--- src/sv/rwrt_pkg.sv ---
`timescale 1ns / 1ps
`default_nettype none
// ----------------------------------------------------------------------------
// rwrt_pkg: shared types and constants of the read window request tracker
// Operation codes, result kinds, verdicts, entry states and the queue word.
// ----------------------------------------------------------------------------
package rwrt_pkg;

    localparam logic [1:0] OP_START  = 2'd0;
    localparam logic [1:0] OP_REFILL = 2'd1;
    localparam logic [1:0] OP_REPLY  = 2'd2;
    localparam logic [1:0] OP_TAKE   = 2'd3;

    localparam logic [1:0] KIND_REQUEST = 2'd0;
    localparam logic [1:0] KIND_VERDICT = 2'd1;
    localparam logic [1:0] KIND_DATA    = 2'd2;
    localparam logic [1:0] KIND_NONE    = 2'd3;

    localparam logic [1:0] VERDICT_OK      = 2'd0;
    localparam logic [1:0] VERDICT_ERROR   = 2'd1;
    localparam logic [1:0] VERDICT_UNKNOWN = 2'd2;

    localparam logic [1:0] ST_PENDING = 2'd0;
    localparam logic [1:0] ST_DONE    = 2'd1;
    localparam logic [1:0] ST_FAILED  = 2'd2;

    localparam logic [31:0] EOF_CODE     = 32'd1;
    localparam logic [16:0] CHUNK_MAX    = 17'd65536;
    localparam logic [16:0] CHUNK_RESET  = 17'd32768;
    localparam logic [22:0] WINDOW_MAX   = 23'd4194304;
    localparam logic [22:0] WINDOW_RESET = 23'd1048576;
    localparam int          MAX_RESULTS  = 32;

    localparam logic [2:0] CFG_CHUNK  = 3'd0;
    localparam logic [2:0] CFG_WINDOW = 3'd1;
    localparam logic [2:0] CFG_START  = 3'd2;
    localparam logic [2:0] CFG_FSIZE  = 3'd3;

    // Request as decoded by the front end
    typedef struct packed {
        logic [1:0]  op;
        logic [31:0] request_id;
        logic        reply_kind;
        logic [31:0] status_code;
        logic [31:0] data_length;
    } cmd_t;

    // One result toward the output side
    typedef struct packed {
        logic [1:0]  kind;
        logic [8:0]  issued_id;
        logic [63:0] read_offset;
        logic [16:0] byte_count;
        logic [1:0]  verdict;
        logic        finished;
        logic        last;
    } res_t;

endpackage : rwrt_pkg
`default_nettype wire

--- src/sv/read_window_request_tracker_unit.sv ---
`timescale 1ns / 1ps
`default_nettype none
// ----------------------------------------------------------------------------
// read_window_request_tracker_unit: windowed read request tracker
// Issues pipelined read requests, matches replies, retires in issue order.
// ----------------------------------------------------------------------------
// A request passes a two-entry command queue into a ring sequencer. A reply
// passes the look and do states (an unknown identifier goes straight to the
// output state); a take passes look and do again per dropped failed entry;
// a start or refill issues each read, then waits on the single output register.
// Each result carries tlast on the final result of its request. No clearing
// pass is needed after reset.
module read_window_request_tracker_unit #(
    parameter int MAX_OUTSTANDING = 32,
    parameter int ID_BASE         = 256
) (
    input  wire          clk,
    input  wire          rst_n,
    input  wire          s_tvalid,
    output logic         s_tready,
    input  wire  [103:0] s_tdata,   // request_id, reply_kind, status_code, data_length
    input  wire  [1:0]   s_tuser,   // operation
    output logic         m_tvalid,
    input  wire          m_tready,
    output logic [95:0]  m_tdata,   // issued_id, read_offset, byte_count, verdict, finished
    output logic [1:0]   m_tuser,   // kind
    output logic         m_tlast,   // last
    input  wire          cfg_valid,
    output logic         cfg_ready,
    input  wire  [1:0]   cfg_index,
    input  wire  [63:0]  cfg_data
);
    import rwrt_pkg::*;

    logic [16:0] chunk_reg;
    logic [22:0] window_reg;
    logic [63:0] start_reg, fsize_reg;
    logic        cmd_valid, cmd_pop;
    cmd_t        cmd;
    res_t        res;

    assign cfg_ready = 1'b1;

    // Configuration registers
    always_ff @(posedge clk or negedge rst_n)
    begin
        if (!rst_n)
        begin
            chunk_reg  <= CHUNK_RESET;
            window_reg <= WINDOW_RESET;
            start_reg  <= '0;
            fsize_reg  <= '0;
        end
        else if (cfg_valid)
        begin
            case ({1'b0, cfg_index})
                CFG_CHUNK:  chunk_reg  <= cfg_data[16:0];
                CFG_WINDOW: window_reg <= cfg_data[22:0];
                CFG_START:  start_reg  <= cfg_data;
                CFG_FSIZE:  fsize_reg  <= cfg_data;
                default: ;
            endcase
        end
    end

    rwrt_front u_front (
        .clk       (clk),
        .rst_n     (rst_n),
        .s_tvalid  (s_tvalid),
        .s_tready  (s_tready),
        .s_tdata   (s_tdata[97:0]),
        .s_tuser   (s_tuser),
        .cmd_valid (cmd_valid),
        .cmd_pop   (cmd_pop),
        .cmd       (cmd)
    );

    rwrt_back #(
        .MAX_OUTSTANDING (MAX_OUTSTANDING),
        .ID_BASE         (ID_BASE)
    ) u_back (
        .clk        (clk),
        .rst_n      (rst_n),
        .cmd_valid  (cmd_valid),
        .cmd_pop    (cmd_pop),
        .cmd        (cmd),
        .cfg_chunk  (chunk_reg),
        .cfg_window (window_reg),
        .cfg_start  (start_reg),
        .cfg_fsize  (fsize_reg),
        .res_valid  (m_tvalid),
        .res_ready  (m_tready),
        .res        (res)
    );

    assign m_tuser = res.kind;
    assign m_tlast = res.last;
    assign m_tdata = {3'd0, res.finished, res.verdict, res.byte_count,
                      res.read_offset, res.issued_id};

    // Checks
    a_pop_has_data: assert property (@(posedge clk) disable iff (!rst_n)
        cmd_pop |-> cmd_valid) else $error("command popped from empty queue");
    a_none_is_last: assert property (@(posedge clk) disable iff (!rst_n)
        (m_tvalid && m_tuser == KIND_NONE) |-> m_tlast)
        else $error("nothing-ready result not last");
    a_no_pop_busy: assert property (@(posedge clk) disable iff (!rst_n)
        (cmd_pop && m_tvalid) |-> 1'b0) else $error("command taken with result held");

endmodule : read_window_request_tracker_unit
`default_nettype wire

--- src/sv/rwrt_front.sv ---
`timescale 1ns / 1ps
`default_nettype none
// ----------------------------------------------------------------------------
// rwrt_front: input side and command queue
// Accepts requests, decodes the operation and buffers them in a short FIFO.
// ----------------------------------------------------------------------------
module rwrt_front (
    input  wire                   clk,
    input  wire                   rst_n,
    input  wire                   s_tvalid,
    output logic                  s_tready,
    input  wire  [97:0]           s_tdata,
    input  wire  [1:0]            s_tuser,
    output logic                  cmd_valid,
    input  wire                   cmd_pop,
    output rwrt_pkg::cmd_t        cmd
);
    import rwrt_pkg::*;

    localparam int DEPTH = 2;

    cmd_t       fifo_reg [DEPTH];
    logic       wr_ptr_reg, wr_ptr_next;
    logic       rd_ptr_reg, rd_ptr_next;
    logic [1:0] cnt_reg, cnt_next;
    cmd_t       in_cmd;
    logic       push;

    // Decode the bus word into a command
    always_comb
    begin
        in_cmd.op          = s_tuser;
        in_cmd.request_id  = s_tdata[31:0];
        in_cmd.reply_kind  = s_tdata[32];
        in_cmd.status_code = s_tdata[64:33];
        in_cmd.data_length = s_tdata[96:65];
    end

    assign s_tready  = (cnt_reg != 2'(DEPTH));
    assign push      = s_tvalid && s_tready;
    assign cmd_valid = (cnt_reg != 2'd0);
    assign cmd       = fifo_reg[rd_ptr_reg];

    always_comb
    begin
        wr_ptr_next = push ? ~wr_ptr_reg : wr_ptr_reg;
        rd_ptr_next = cmd_pop ? ~rd_ptr_reg : rd_ptr_reg;
        cnt_next    = cnt_reg + 2'(push) - 2'(cmd_pop);
    end

    always_ff @(posedge clk or negedge rst_n)
    begin
        if (!rst_n)
        begin
            wr_ptr_reg <= 1'b0;
            rd_ptr_reg <= 1'b0;
            cnt_reg    <= 2'd0;
        end
        else
        begin
            wr_ptr_reg <= wr_ptr_next;
            rd_ptr_reg <= rd_ptr_next;
            cnt_reg    <= cnt_next;
        end
    end

    // Payload storage
    always_ff @(posedge clk)
    begin
        if (push)
            fifo_reg[wr_ptr_reg] <= in_cmd;
    end

endmodule : rwrt_front
`default_nettype wire

--- src/sv/rwrt_back.sv ---
`timescale 1ns / 1ps
`default_nettype none
// ----------------------------------------------------------------------------
// rwrt_back: request ring sequencer
// Executes start, refill, reply and take against the ring of outstanding reads.
// ----------------------------------------------------------------------------
module rwrt_back #(
    parameter int MAX_OUTSTANDING = 32,
    parameter int ID_BASE         = 256
) (
    input  wire                   clk,
    input  wire                   rst_n,
    input  wire                   cmd_valid,
    output logic                  cmd_pop,
    input  rwrt_pkg::cmd_t        cmd,
    input  wire  [16:0]           cfg_chunk,
    input  wire  [22:0]           cfg_window,
    input  wire  [63:0]           cfg_start,
    input  wire  [63:0]           cfg_fsize,
    output logic                  res_valid,
    input  wire                   res_ready,
    output rwrt_pkg::res_t        res
);
    import rwrt_pkg::*;

    localparam int SW = (MAX_OUTSTANDING > 1) ? $clog2(MAX_OUTSTANDING) : 1;
    localparam int FW = $clog2(MAX_OUTSTANDING + 1);

    localparam logic [2:0] S_IDLE   = 3'd0;
    localparam logic [2:0] S_REFILL = 3'd1;
    localparam logic [2:0] S_RLOOK  = 3'd2;
    localparam logic [2:0] S_RDO    = 3'd3;
    localparam logic [2:0] S_TLOOK  = 3'd4;
    localparam logic [2:0] S_TDO    = 3'd5;
    localparam logic [2:0] S_OUT    = 3'd6;

    // Ring memories
    logic [SW-1:0] ring_ident_mem [MAX_OUTSTANDING];
    logic [63:0]   ring_offset_mem [MAX_OUTSTANDING];
    logic [16:0]   ring_len_mem [MAX_OUTSTANDING];
    logic [1:0]    ring_status_mem [MAX_OUTSTANDING];
    logic [SW-1:0] id_slot_mem [MAX_OUTSTANDING];

    logic [MAX_OUTSTANDING-1:0] in_use_reg;
    logic [SW-1:0] head_reg, tail_reg;
    logic [FW-1:0] fill_reg;
    logic [63:0]   next_off_reg, furthest_reg, limit_reg;
    logic [22:0]   outst_reg;
    logic          end_reg, err_reg;
    logic [16:0]   chunk_reg;
    logic [2:0]    state_reg;
    logic [5:0]    nres_reg;
    logic [SW-1:0] idx_reg, slot_reg;
    logic          res_pend_reg;
    res_t          res_reg;
    logic          go_refill_reg;

    // Reply payload held once the request leaves the queue
    logic          cmd_kind_reg;
    logic [31:0]   cmd_code_reg;
    logic [31:0]   cmd_len_reg;

    // Ring entry read port (registered), at the head or at the replied slot
    logic [SW-1:0] rd_ident_reg;
    logic [63:0]   rd_off_reg;
    logic [16:0]   rd_len_reg;
    logic [1:0]    rd_status_reg;

    // Lowest free ident
    logic [SW-1:0] free_id;
    logic          free_any;
    always_comb
    begin
        free_id  = '0;
        free_any = 1'b0;
        for (int i = MAX_OUTSTANDING - 1; i >= 0; i--)
        begin
            if (!in_use_reg[i])
            begin
                free_id  = SW'(i);
                free_any = 1'b1;
            end
        end
    end

    function automatic logic [SW-1:0] wrap_inc(input logic [SW-1:0] v);
        wrap_inc = (32'(v) + 32'd1 >= 32'(MAX_OUTSTANDING)) ? '0 : v + SW'(1);
    endfunction

    logic [22:0] win_eff;
    assign win_eff = (cfg_window > WINDOW_MAX) ? WINDOW_MAX : cfg_window;

    logic can_issue;
    assign can_issue = (32'(nres_reg) < MAX_RESULTS) &&
                       (32'(fill_reg) < MAX_OUTSTANDING) &&
                       (outst_reg < win_eff) && !end_reg && !err_reg && free_any;

    // Reply ident check
    logic [31:0] rid_idx;
    logic        rid_ok;
    assign rid_idx = cmd.request_id - 32'(ID_BASE);
    assign rid_ok  = (cmd.request_id >= 32'(ID_BASE)) &&
                     (rid_idx < 32'(MAX_OUTSTANDING)) && in_use_reg[rid_idx[SW-1:0]];

    // Reply evaluation on the registered slot entry
    logic        r_fail, r_eof;
    logic [16:0] r_got;
    logic [63:0] r_fs, r_furth, r_limit;
    logic        r_end;
    always_comb
    begin
        r_fail = 1'b0;
        r_eof  = 1'b0;
        r_got  = '0;
        if (!cmd_kind_reg)
        begin
            if (cmd_len_reg > 32'(chunk_reg))
                r_fail = 1'b1;
            else
                r_got = cmd_len_reg[16:0];
        end
        else
        begin
            r_eof  = (cmd_code_reg == EOF_CODE);
            r_fail = 1'b1;
        end
        r_end = 1'b0;
        if ((r_fail && r_eof) || (!r_fail && r_got == '0))
        begin
            r_end = 1'b1;
            r_got = '0;
        end
        r_furth = furthest_reg;
        if (r_got != '0 && furthest_reg < rd_off_reg)
            r_furth = rd_off_reg;
        r_fs    = rd_off_reg + 64'(r_got);
        r_limit = limit_reg;
        if (r_got < chunk_reg && limit_reg > r_fs)
            r_limit = r_fs;
        if (r_furth > r_limit)
        begin
            r_end = 1'b1;
            r_got = '0;
        end
    end

    logic [63:0] mk_off;
    assign mk_off = 64'(ID_BASE);

    assign cmd_pop   = (state_reg == S_IDLE) && cmd_valid && !res_pend_reg;
    assign res_valid = res_pend_reg;
    assign res       = res_reg;

    logic fin_now;
    assign fin_now = (end_reg || err_reg) && (fill_reg == '0);

    always_ff @(posedge clk or negedge rst_n)
    begin
        if (!rst_n)
        begin
            in_use_reg    <= '0;
            head_reg      <= '0;
            tail_reg      <= '0;
            fill_reg      <= '0;
            next_off_reg  <= '0;
            furthest_reg  <= '0;
            limit_reg     <= '0;
            outst_reg     <= '0;
            end_reg       <= 1'b0;
            err_reg       <= 1'b0;
            chunk_reg     <= CHUNK_RESET;
            state_reg     <= S_IDLE;
            nres_reg      <= '0;
            res_pend_reg  <= 1'b0;
            go_refill_reg <= 1'b0;
        end
        else
        begin
            if (res_pend_reg && res_ready)
                res_pend_reg <= 1'b0;
            unique case (state_reg)
                S_IDLE:
                begin
                    if (cmd_pop)
                    begin
                        nres_reg <= '0;
                        unique case (cmd.op)
                            OP_START:
                            begin
                                in_use_reg   <= '0;
                                head_reg     <= '0;
                                tail_reg     <= '0;
                                fill_reg     <= '0;
                                furthest_reg <= '0;
                                outst_reg    <= '0;
                                end_reg      <= 1'b0;
                                err_reg      <= 1'b0;
                                chunk_reg    <= (cfg_chunk == '0) ? 17'd1 :
                                                (cfg_chunk > CHUNK_MAX) ? CHUNK_MAX
                                                                        : cfg_chunk;
                                next_off_reg <= cfg_start;
                                limit_reg    <= cfg_fsize;
                                state_reg    <= S_REFILL;
                            end
                            OP_REFILL: state_reg <= S_REFILL;
                            OP_REPLY:
                            begin
                                if (!rid_ok)
                                begin
                                    res_reg <= '{KIND_VERDICT, 9'd0, 64'd0, 17'd0,
                                                 VERDICT_UNKNOWN, fin_now, 1'b1};
                                    res_pend_reg <= 1'b1;
                                    state_reg    <= S_OUT;
                                end
                                else
                                begin
                                    idx_reg   <= rid_idx[SW-1:0];
                                    state_reg <= S_RLOOK;
                                end
                            end
                            default: state_reg <= S_TLOOK;
                        endcase
                    end
                end
                // Issue one read, then wait in S_OUT before the next; hold result until the last is known
                S_REFILL:
                begin
                    if (!res_pend_reg || res_ready)
                    begin
                        if (can_issue)
                        begin
                            in_use_reg[free_id] <= 1'b1;
                            tail_reg     <= wrap_inc(tail_reg);
                            fill_reg     <= fill_reg + FW'(1);
                            next_off_reg <= next_off_reg + 64'(chunk_reg);
                            outst_reg    <= outst_reg + 23'(chunk_reg);
                            nres_reg     <= nres_reg + 6'd1;
                            res_reg      <= '{KIND_REQUEST,
                                              9'(mk_off + 64'(free_id)),
                                              next_off_reg, chunk_reg,
                                              VERDICT_OK, 1'b0, 1'b0};
                            go_refill_reg <= 1'b1;
                            state_reg     <= S_OUT;
                        end
                        else
                        begin
                            state_reg     <= S_IDLE;
                            go_refill_reg <= 1'b0;
                        end
                    end
                end
                S_RLOOK: state_reg <= S_RDO;
                S_RDO:
                begin
                    in_use_reg[idx_reg] <= 1'b0;
                    if (r_fail && !r_eof)
                    begin
                        err_reg <= 1'b1;
                        res_reg <= '{KIND_VERDICT, 9'(mk_off + 64'(idx_reg)), rd_off_reg,
                                     17'd0, VERDICT_ERROR,
                                     (fill_reg == '0), 1'b1};
                    end
                    else
                    begin
                        furthest_reg <= r_furth;
                        limit_reg    <= r_limit;
                        if (r_end)
                            end_reg <= 1'b1;
                        res_reg <= '{KIND_VERDICT, 9'(mk_off + 64'(idx_reg)), rd_off_reg,
                                     r_got, VERDICT_OK,
                                     ((end_reg || err_reg || r_end) && fill_reg == '0),
                                     1'b1};
                    end
                    res_pend_reg <= 1'b1;
                    state_reg    <= S_OUT;
                end
                S_TLOOK: state_reg <= S_TDO;
                S_TDO:
                begin
                    if (fill_reg != '0 && rd_status_reg != ST_PENDING)
                    begin
                        head_reg  <= wrap_inc(head_reg);
                        fill_reg  <= fill_reg - FW'(1);
                        outst_reg <= (outst_reg >= 23'(chunk_reg)) ?
                                     outst_reg - 23'(chunk_reg) : 23'd0;
                        if (rd_status_reg == ST_DONE)
                        begin
                            res_reg <= '{KIND_DATA, 9'(mk_off + 64'(rd_ident_reg)),
                                         rd_off_reg, rd_len_reg, VERDICT_OK,
                                         ((end_reg || err_reg) && fill_reg == FW'(1)),
                                         1'b1};
                            res_pend_reg <= 1'b1;
                            state_reg    <= S_OUT;
                        end
                        else
                            state_reg <= S_TLOOK;
                    end
                    else
                    begin
                        res_reg <= '{KIND_NONE, 9'd0, 64'd0, 17'd0, VERDICT_OK,
                                     fin_now, 1'b1};
                        res_pend_reg <= 1'b1;
                        state_reg    <= S_OUT;
                    end
                end
                // Wait for the output slot; a refill result gets last/finished here
                S_OUT:
                begin
                    if (go_refill_reg && !res_pend_reg)
                    begin
                        res_reg.last     <= !can_issue;
                        res_reg.finished <= fin_now;
                        res_pend_reg     <= 1'b1;
                        state_reg        <= S_REFILL;
                        if (!can_issue)
                        begin
                            go_refill_reg <= 1'b0;
                            state_reg     <= S_IDLE;
                        end
                    end
                    else if (!go_refill_reg)
                        state_reg <= S_IDLE;
                end
                default: state_reg <= S_IDLE;
            endcase
        end
    end

    // Ring writes and registered reads
    logic [SW-1:0] rd_addr;
    assign rd_addr = (state_reg == S_RLOOK) ? id_slot_mem[idx_reg] : head_reg;

    always_ff @(posedge clk)
    begin
        if (cmd_pop)
        begin
            cmd_kind_reg <= cmd.reply_kind;
            cmd_code_reg <= cmd.status_code;
            cmd_len_reg  <= cmd.data_length;
        end
        if (state_reg == S_REFILL && can_issue && (!res_pend_reg || res_ready))
        begin
            id_slot_mem[free_id]       <= tail_reg;
            ring_ident_mem[tail_reg]   <= free_id;
            ring_offset_mem[tail_reg]  <= next_off_reg;
            ring_len_mem[tail_reg]     <= '0;
            ring_status_mem[tail_reg]  <= ST_PENDING;
        end
        if (state_reg == S_RDO)
        begin
            ring_status_mem[slot_reg] <= (r_fail && !r_eof) ? ST_FAILED : ST_DONE;
            ring_len_mem[slot_reg]    <= (r_fail && !r_eof) ? 17'd0 : r_got;
        end
        if (state_reg == S_RLOOK)
            slot_reg <= id_slot_mem[idx_reg];
        rd_ident_reg  <= ring_ident_mem[rd_addr];
        rd_off_reg    <= ring_offset_mem[rd_addr];
        rd_len_reg    <= ring_len_mem[rd_addr];
        rd_status_reg <= ring_status_mem[rd_addr];
    end

endmodule : rwrt_back
`default_nettype wire

--- config.mk ---
export PLATFORM = sky130hd
export DESIGN_NAME = read_window_request_tracker_unit
export DESIGN_NICKNAME = d
export VERILOG_FILES = /design/src/sv/rwrt_pkg.sv /design/src/sv/read_window_request_tracker_unit.sv /design/src/sv/rwrt_front.sv /design/src/sv/rwrt_back.sv
export SDC_FILE = /design/constraint.sdc
export NUM_CORES = 2
export LEC_CHECK = 0
export BUFFER_PORTS_ARGS = -buffer_cell sky130_fd_sc_hd__buf_2
export CAP_MARGIN = 20
export CORE_MARGIN = 2
export CORE_UTILIZATION = 40
export DETAILED_ROUTE_END_ITERATION = 16
export HOLD_SLACK_MARGIN = 0.02
export SYNTH_ARGS = -nofsm -noshare
export SYNTH_HDL_FRONTEND = slang
export SYNTH_SLANG_ARGS = --single-unit
export TNS_END_PERCENT = 20
--- constraint.sdc ---
create_clock -name clk -period 16.1 [get_ports clk]
set_input_delay 1.61 -clock clk [delete_from_list [all_inputs] [get_ports clk]]
set_output_delay 1.61 -clock clk [all_outputs]
set_load 0.05 [all_outputs]
Word level (Yosys, flattened, before mapping) --
Memory sizes are Yosys's and may differ from the RTL's. A register that Yosys moved wholly into a read port is not among the register bits. Index checks and enable logic that the tools add are counted.
Word-level totals: flip-flop bits (word level) 636, bits in writable memories 3174, input bits 177, output and inout port bits 102, memories 6
Memories:
- u_back.ring_offset_mem | words 32, bits a word 64, read ports 1, clocked after memory_dff 1, write ports 1, RTL line rwrt_back.sv:39 | logic [63:0] ring_offset_mem [MAX_OUTSTANDING];
- u_back.ring_len_mem | words 32, bits a word 17, read ports 1, clocked after memory_dff 1, write ports 1, RTL line rwrt_back.sv:40 | logic [16:0] ring_len_mem [MAX_OUTSTANDING];
- u_front.fifo_reg | words 2, bits a word 99, read ports 1, clocked after memory_dff 0, write ports 1, RTL line rwrt_front.sv:22 | cmd_t fifo_reg [DEPTH];
- u_back.id_slot_mem | words 32, bits a word 5, read ports 1, clocked after memory_dff 1, write ports 1, RTL line rwrt_back.sv:42 | logic [SW-1:0] id_slot_mem [MAX_OUTSTANDING];
- u_back.ring_ident_mem | words 32, bits a word 5, read ports 1, clocked after memory_dff 1, write ports 1, RTL line rwrt_back.sv:38 | logic [SW-1:0] ring_ident_mem [MAX_OUTSTANDING];
- u_back.ring_status_mem | words 32, bits a word 2, read ports 1, clocked after memory_dff 1, write ports 1, RTL line rwrt_back.sv:41 | logic [1:0] ring_status_mem [MAX_OUTSTANDING];
Operators by class: add/subtract/negate cells 17, $lt $le $gt $ge 20, equal/unequal tests 29, muxes and demuxes 186, bitwise logic cells 5, reduce and logical (&&, ||, !) cells 74
Operator list (number):
- 64-bit two-way mux | 12
- 96-bit two-way mux | 7
- 64-bit one-hot mux with 2 select lines | 3
- 94-bit one-hot mux with 4 select lines | 1
- 5-bit two-way mux | 43
- 23-bit two-way mux | 7
- 17-bit two-way mux | 8
- 64-bit by 17-bit adder with 64-bit output | 2
- 64-bit greater-than comparator | 2
- 32-bit two-way mux | 4
- 32-bit one-hot mux with 3 select lines | 1
- 23-bit one-hot mux with 3 select lines | 1
- 1-bit two-way mux | 65
- 32-bit by 6-bit >= comparator with 1-bit output, second input constant | 2
- 64-bit less-than comparator | 1
- 6-bit two-way mux | 8
- 17-bit logical NOT | 2
- 32-bit AND | 1
- 32-bit by 1-bit equality test with 1-bit output, second input constant | 1
- 32-bit by 9-bit >= comparator with 1-bit output, second input constant | 1
- 32-bit by 17-bit greater-than comparator with 1-bit output | 1
- 32-bit by 6-bit less-than comparator with 1-bit output, second input constant | 1
- 32-bit NOT | 1
- 32-bit OR | 1
- other kinds (62) | 155

Logic depth before layout (Yosys ltp) --
word-level depth 40, depth in mapped cells 56, gate-level depth less buffers 49

By module --
Synthesis repeated with hierarchy kept, for this count alone.
Unflattened totals: cells, all modules 9273, area total of the unflattened synthesis 162931.3 sq um
By module, submodules not included:
- rwrt_back | instances 1, cells each 8586, area an instance 149244.4 sq um, sequential area each 103605.6 sq um
- rwrt_front | instances 1, cells each 325, area an instance 7375.8 sq um, sequential area each 6045.8 sq um
- read_window_request_tracker_unit | instances 1, cells each 362, area an instance 6311.1 sq um, sequential area each 4206.5 sq um

Worst setup path before layout --
No wires, ideal clock.
kind register to register, start point register u_back.chunk_reg[15], end point memory u_back.ring_len_mem[0][10] (data pin), arrival time 11.830 ns, data required time 15.816 ns, slack 3.986 ns, cell stages (with the launch flop) 56, buffers on the path 7, clock period less this slack 12.114 ns, cells stage by stage dfstp_2 > inv_1 > ha_1 > nand4_1 > or4_1 > a21oi_1 > o31ai_2 > buf_2 > and2_1 > clkbuf_1 > clkbuf_1 > nand2_1 > inv_1 > ha_1 > fa_1 > a21o_1 > a31oi_1 > a21oi_1 > (+20 left out) > buf_2 > nor2_1 > a21oi_1 > ha_1 > a21o_1 > a21o_1 > a21o_1 > a21o_1 > a21o_1 > a21o_1 > a21o_1 > a221oi_1 > o22ai_1 > o31ai_1 > and3_1 > clkbuf_1 > clkbuf_1 > and2_1
Between the ends: word-level cells in the longest chain between the ends 15, elaborated cells on any way between the ends 24
RTL lines:
- start, declared | RTL line rwrt_back.sv:50 | logic [16:0] chunk_reg;
- start signal, assigned | RTL line rwrt_back.sv:198 | chunk_reg <= (cfg_chunk == '0) ? 17'd1 :
- 32-bit by 17-bit greater-than comparator with 1-bit output | RTL line rwrt_back.sv:117 | if (cmd_len_reg > 32'(chunk_reg))
- 17-bit two-way mux or 1-bit two-way mux (tied branches) | RTL line rwrt_back.sv:117
- 17-bit two-way mux or 1-bit two-way mux (tied branches) | RTL line rwrt_back.sv:115 | if (!cmd_kind_reg)
- 17-bit logical NOT or 1-bit logical NOT (tied branches) | RTL line rwrt_back.sv:128 | if ((r_fail && r_eof) || (!r_fail && r_got == '0))
- 1-bit logical AND | RTL line rwrt_back.sv:128
- 1-bit logical OR | RTL line rwrt_back.sv:128
- 17-bit two-way mux | RTL line rwrt_back.sv:128
- 64-bit by 17-bit adder with 64-bit output | RTL line rwrt_back.sv:136 | r_fs = rd_off_reg + 64'(r_got);
- 64-bit greater-than comparator | RTL line rwrt_back.sv:138 | if (r_got < chunk_reg && limit_reg > r_fs)
- 1-bit logical AND | RTL line rwrt_back.sv:138
- 64-bit two-way mux | RTL line rwrt_back.sv:138
- 64-bit greater-than comparator | RTL line rwrt_back.sv:140 | if (r_furth > r_limit)
- 17-bit two-way mux | RTL line rwrt_back.sv:140
- 17-bit two-way mux (*) | RTL line rwrt_back.sv:352 | ring_len_mem[slot_reg] <= (r_fail && !r_eof) ? 17'd0 : r_got;
- 17-bit two-way mux (no source line) (*)
- end, declared | RTL line rwrt_back.sv:40
Every way passes the cells marked *; elsewhere a longest branch is shown, timed or not.

Worst setup path in the final report --
start point register u_back.chunk_reg[15], end point memory u_back.ring_len_mem[4][2] (data pin)
The elaborated chain is that of the path after synthesis.

==> impl_metrics.env <==
export IMPL_status="completed"
export IMPL_cts_setup_buffers=0
export IMPL_placement_rows=234
export IMPL_synth_seq_cells=3900
export IMPL_drv_slew=0
export IMPL_max_slew_worst_pin_slew_ps=1210
export IMPL_viasPerCell=5.81
export IMPL_grtUsageTotal_pct=22.4
export IMPL_skew_ps=91.8
export IMPL_tns_ps=0
export IMPL_rsz0062_at_grt="false"
export IMPL_synth_seq_area_share_pct=69.9
export IMPL_crit_type="register to register"
export IMPL_wl_per_cell_um=29.9
export IMPL_cp_start_kind="register"
export IMPL_cpPeakStageDelay_ps=950
export IMPL_cp_arrival_ps=15560
export IMPL_finalSetupViolations=0
export IMPL_antenna_left=0
export IMPL_chipHeight_um=642
export IMPL_power_total_mw=33.3
export IMPL_root_buffer="clkbuf_16"
export IMPL_rrSetupSlack_ps=1130
export IMPL_grt_ovfl_total=0
export IMPL_clkTransAtPathRegs_ps=60
export IMPL_die_area_um2=412000
export IMPL_synthCells=9514
export IMPL_clock_sinks=3900
export IMPL_synth_avg_cell_area_um2=17.1
export IMPL_ir_worst_vdd_mv=0.158
export IMPL_numCtsBuffers=401
export IMPL_drt_first_iter_violations=10600
export IMPL_die_x_um=642
export IMPL_cp_startpoint="u_back.chunk_reg[15]$_DFFE_PN1P_"
export IMPL_cts_resized_gates=0
export IMPL_coreArea_um2=406000
export IMPL_num_vias=91600
export IMPL_r2r_end="u_back.ring_len_mem[4][2]$_DFFE_PP_"
export IMPL_synthArstFlopShare_pct=11.9
export IMPL_reg2regPathDepth=49
export IMPL_relSlewSlack_pct=19.1
export IMPL_fmax_mhz=66.8
export IMPL_synth_most_common_cell="edfxtp_1"
export IMPL_synth_common_cells="edfxtp_1, mux4_2, nand2_1, mux2_2, dfrtp_1"
export IMPL_dr_pass1_iters=8
export IMPL_finalNetCount=10500
export IMPL_io_buffers=264
export IMPL_nFillCells=34500
export IMPL_globalplace_congestion=0.902
export IMPL_yosysWarnings=0
export IMPL_yosysUniqueCellTypes=89
export IMPL_synth_top_area_share_pct=61.6
export IMPL_drive_gt1_share_pct=24.4
export IMPL_h_tree_depth=5
export IMPL_path_max_fanout=37
export IMPL_start_util_pct=40.2
export IMPL_crit_path_end="u_back.ring_len_mem[4][2]$_DFFE_PP_"
export IMPL_wl_um=472000
export IMPL_cts_hold_buf=0
export IMPL_largest_reg_flops=2048
export IMPL_synth_ff_type="edfxtp_1"
export IMPL_post_route_period_util_pct=93.0
export IMPL_num_io_pins=279
export IMPL_powerDensity_nw_per_um2=179
export IMPL_hold_path_class="register to register"
export IMPL_antenna_found_initial=51
export IMPL_critPathCaptureType="register"
export IMPL_drc_errors=0
export IMPL_insertion_delay_ps=1010
export IMPL_netlist_area_um2=163000
export IMPL_yosysTopAreaCell="edfxtp_1"
export IMPL_clockBufferDepth=4
export IMPL_required_ps=16690
export IMPL_area_growth_synth_to_final_pct=14.1
export IMPL_p_leak_nw=63.0
export IMPL_grt_max_degree=149
export IMPL_hold_viol=0
export IMPL_min_period_ps=14970
export IMPL_grt_pass1_wl_um=672000
export IMPL_grt_pass1_vias=92200
export IMPL_cts_tree="done"
export IMPL_maxCapViolCount=0
export IMPL_slowest_stage="and3_1"
export IMPL_ys_top_cells_by_area="edfxtp_1, mux4_2, dfrtp_1, mux2_2, ha_1"
export IMPL_reg2reg_from="u_back.chunk_reg[15]$_DFFE_PN1P_"
export IMPL_synth_edf_count=3342
export IMPL_dp_final_hpwl_um=285000
[logic make-up after synthesis]
| kind of cell | share of synthesized area [%] |
|---|---|
| AND/OR/NAND/NOR | 4.18 |
| XOR/XNOR | 0.457 |
| adder cells (fa/ha/maj) | 2.53 |
| multiplexers | 15.3 |
| AO/OA/AOI/OAI | 5.80 |
| flip-flops | 69.9 |
| buffers and inverters | 1.85 |
| other | 0.00461 |
[area by class of cell]
| type | count | area (um^2) | share of cell area [%] |
|---|---|---|---|
| repair buffers | 550 | 4300 | 2.31 |
| flip-flops and latches | 3900 | 114000 | 61.2 |
| multi-input cells | 4881 | 46900 | 25.2 |
| well taps | 5428 | 6790 | 3.65 |
| clock inverters | 210 | 2210 | 1.19 |
| clock buffers | 536 | 10900 | 5.85 |
| inverters | 234 | 878 | 0.472 |
| diodes | 43 | 108 | 0.0579 |
[routing by layer]
layer / vias up / GRT usage (%) / wire (um)
met2: 3801 / 37.1 / 228000
met1: 48300 / 30.2 / 193000
li1: 38800 / - / -
met4: 24 / 7.88 / 18500
met3: 741 / 3.30 / 32200
met5: - / 0 / 154
[cells in the final DEF, fill, tap and decap left out, types with 43 or more instances in the layout]
cell type	instances
edfxtp_1	3342
mux4_2	756
nand2_1	564
mux2_2	488
dfrtp_1	459
clkbuf_16	402
a21oi_1	368
nor2_1	358
ha_1	318
o21ai_0	289
buf_2	263
mux2i_1	237
buf_4	236
inv_1	231
a21o_1	187
o211ai_1	108
clkbuf_1	102
dfxtp_1	92
o21ai_1	89
nand4_1	88
nand3_1	84
xnor2_1	76
nor2_4	72
clkinv_2	72
nor3_1	68
clkinv_1	61
nor4_1	57
and3_1	51
a31oi_1	50
a22o_1	50
o221ai_1	44
diode_2	43
[where the power goes]
| part | switching, mW | internal, mW | leakage (nW) |
|---|---|---|---|
| combinational | 6.39 | 4.01 | 19.8 |
| clock | 3.99 | 5.26 | 6.36 |
| sequential | 0.977 | 12.7 | 36.8 |
[how the worst min path moves through the flow]
| stage | start | end | slack [ps] | cells after the start |
|---|---|---|---|---|
| global route | fsize_reg[51]$_DFFE_PN0P_ | u_back.limit_reg[51]$_DFFE_PN0P_ | 510 | 2 |
| floorplan | fsize_reg[10]$_DFFE_PN0P_ | u_back.limit_reg[10]$_DFFE_PN0P_ | 450 | 2 |
| finish | fsize_reg[48]$_DFFE_PN0P_ | u_back.limit_reg[48]$_DFFE_PN0P_ | 480 | 2 |
| detailed placement | fsize_reg[48]$_DFFE_PN0P_ | u_back.limit_reg[48]$_DFFE_PN0P_ | 480 | 2 |
| CTS | fsize_reg[48]$_DFFE_PN0P_ | u_back.limit_reg[48]$_DFFE_PN0P_ | 480 | 2 |
| global placement | fsize_reg[17]$_DFFE_PN0P_ | u_back.limit_reg[17]$_DFFE_PN0P_ | 460 | 2 |
[critical path: cells and delay by family, from the launching register on]
kind,cells,cell delay [ps]
AO/OA/AOI/OAI,22,6170
AND/OR/NAND/NOR,16,4870
flip-flops,1,560
buffers and inverters,6,1480
XOR/XNOR,1,200
adder cells (fa/ha/maj),4,1240
[through the flow]
stage               hold WS (ps)  utilization, %  instances  worst slack, ps  instance area (um^2)
finish                       480            45.8      15800             1130                186000
global route                 506            45.8      15800              102                186000
CTS                          483            45.6      15700             1310                185000
detailed placement           475            42.3      15000             1520                172000
global placement             464            42.3      15000             1520                172000
floorplan                    450               -       9519             3990                163000
Note: power is estimated with default switching activity, not from simulation.
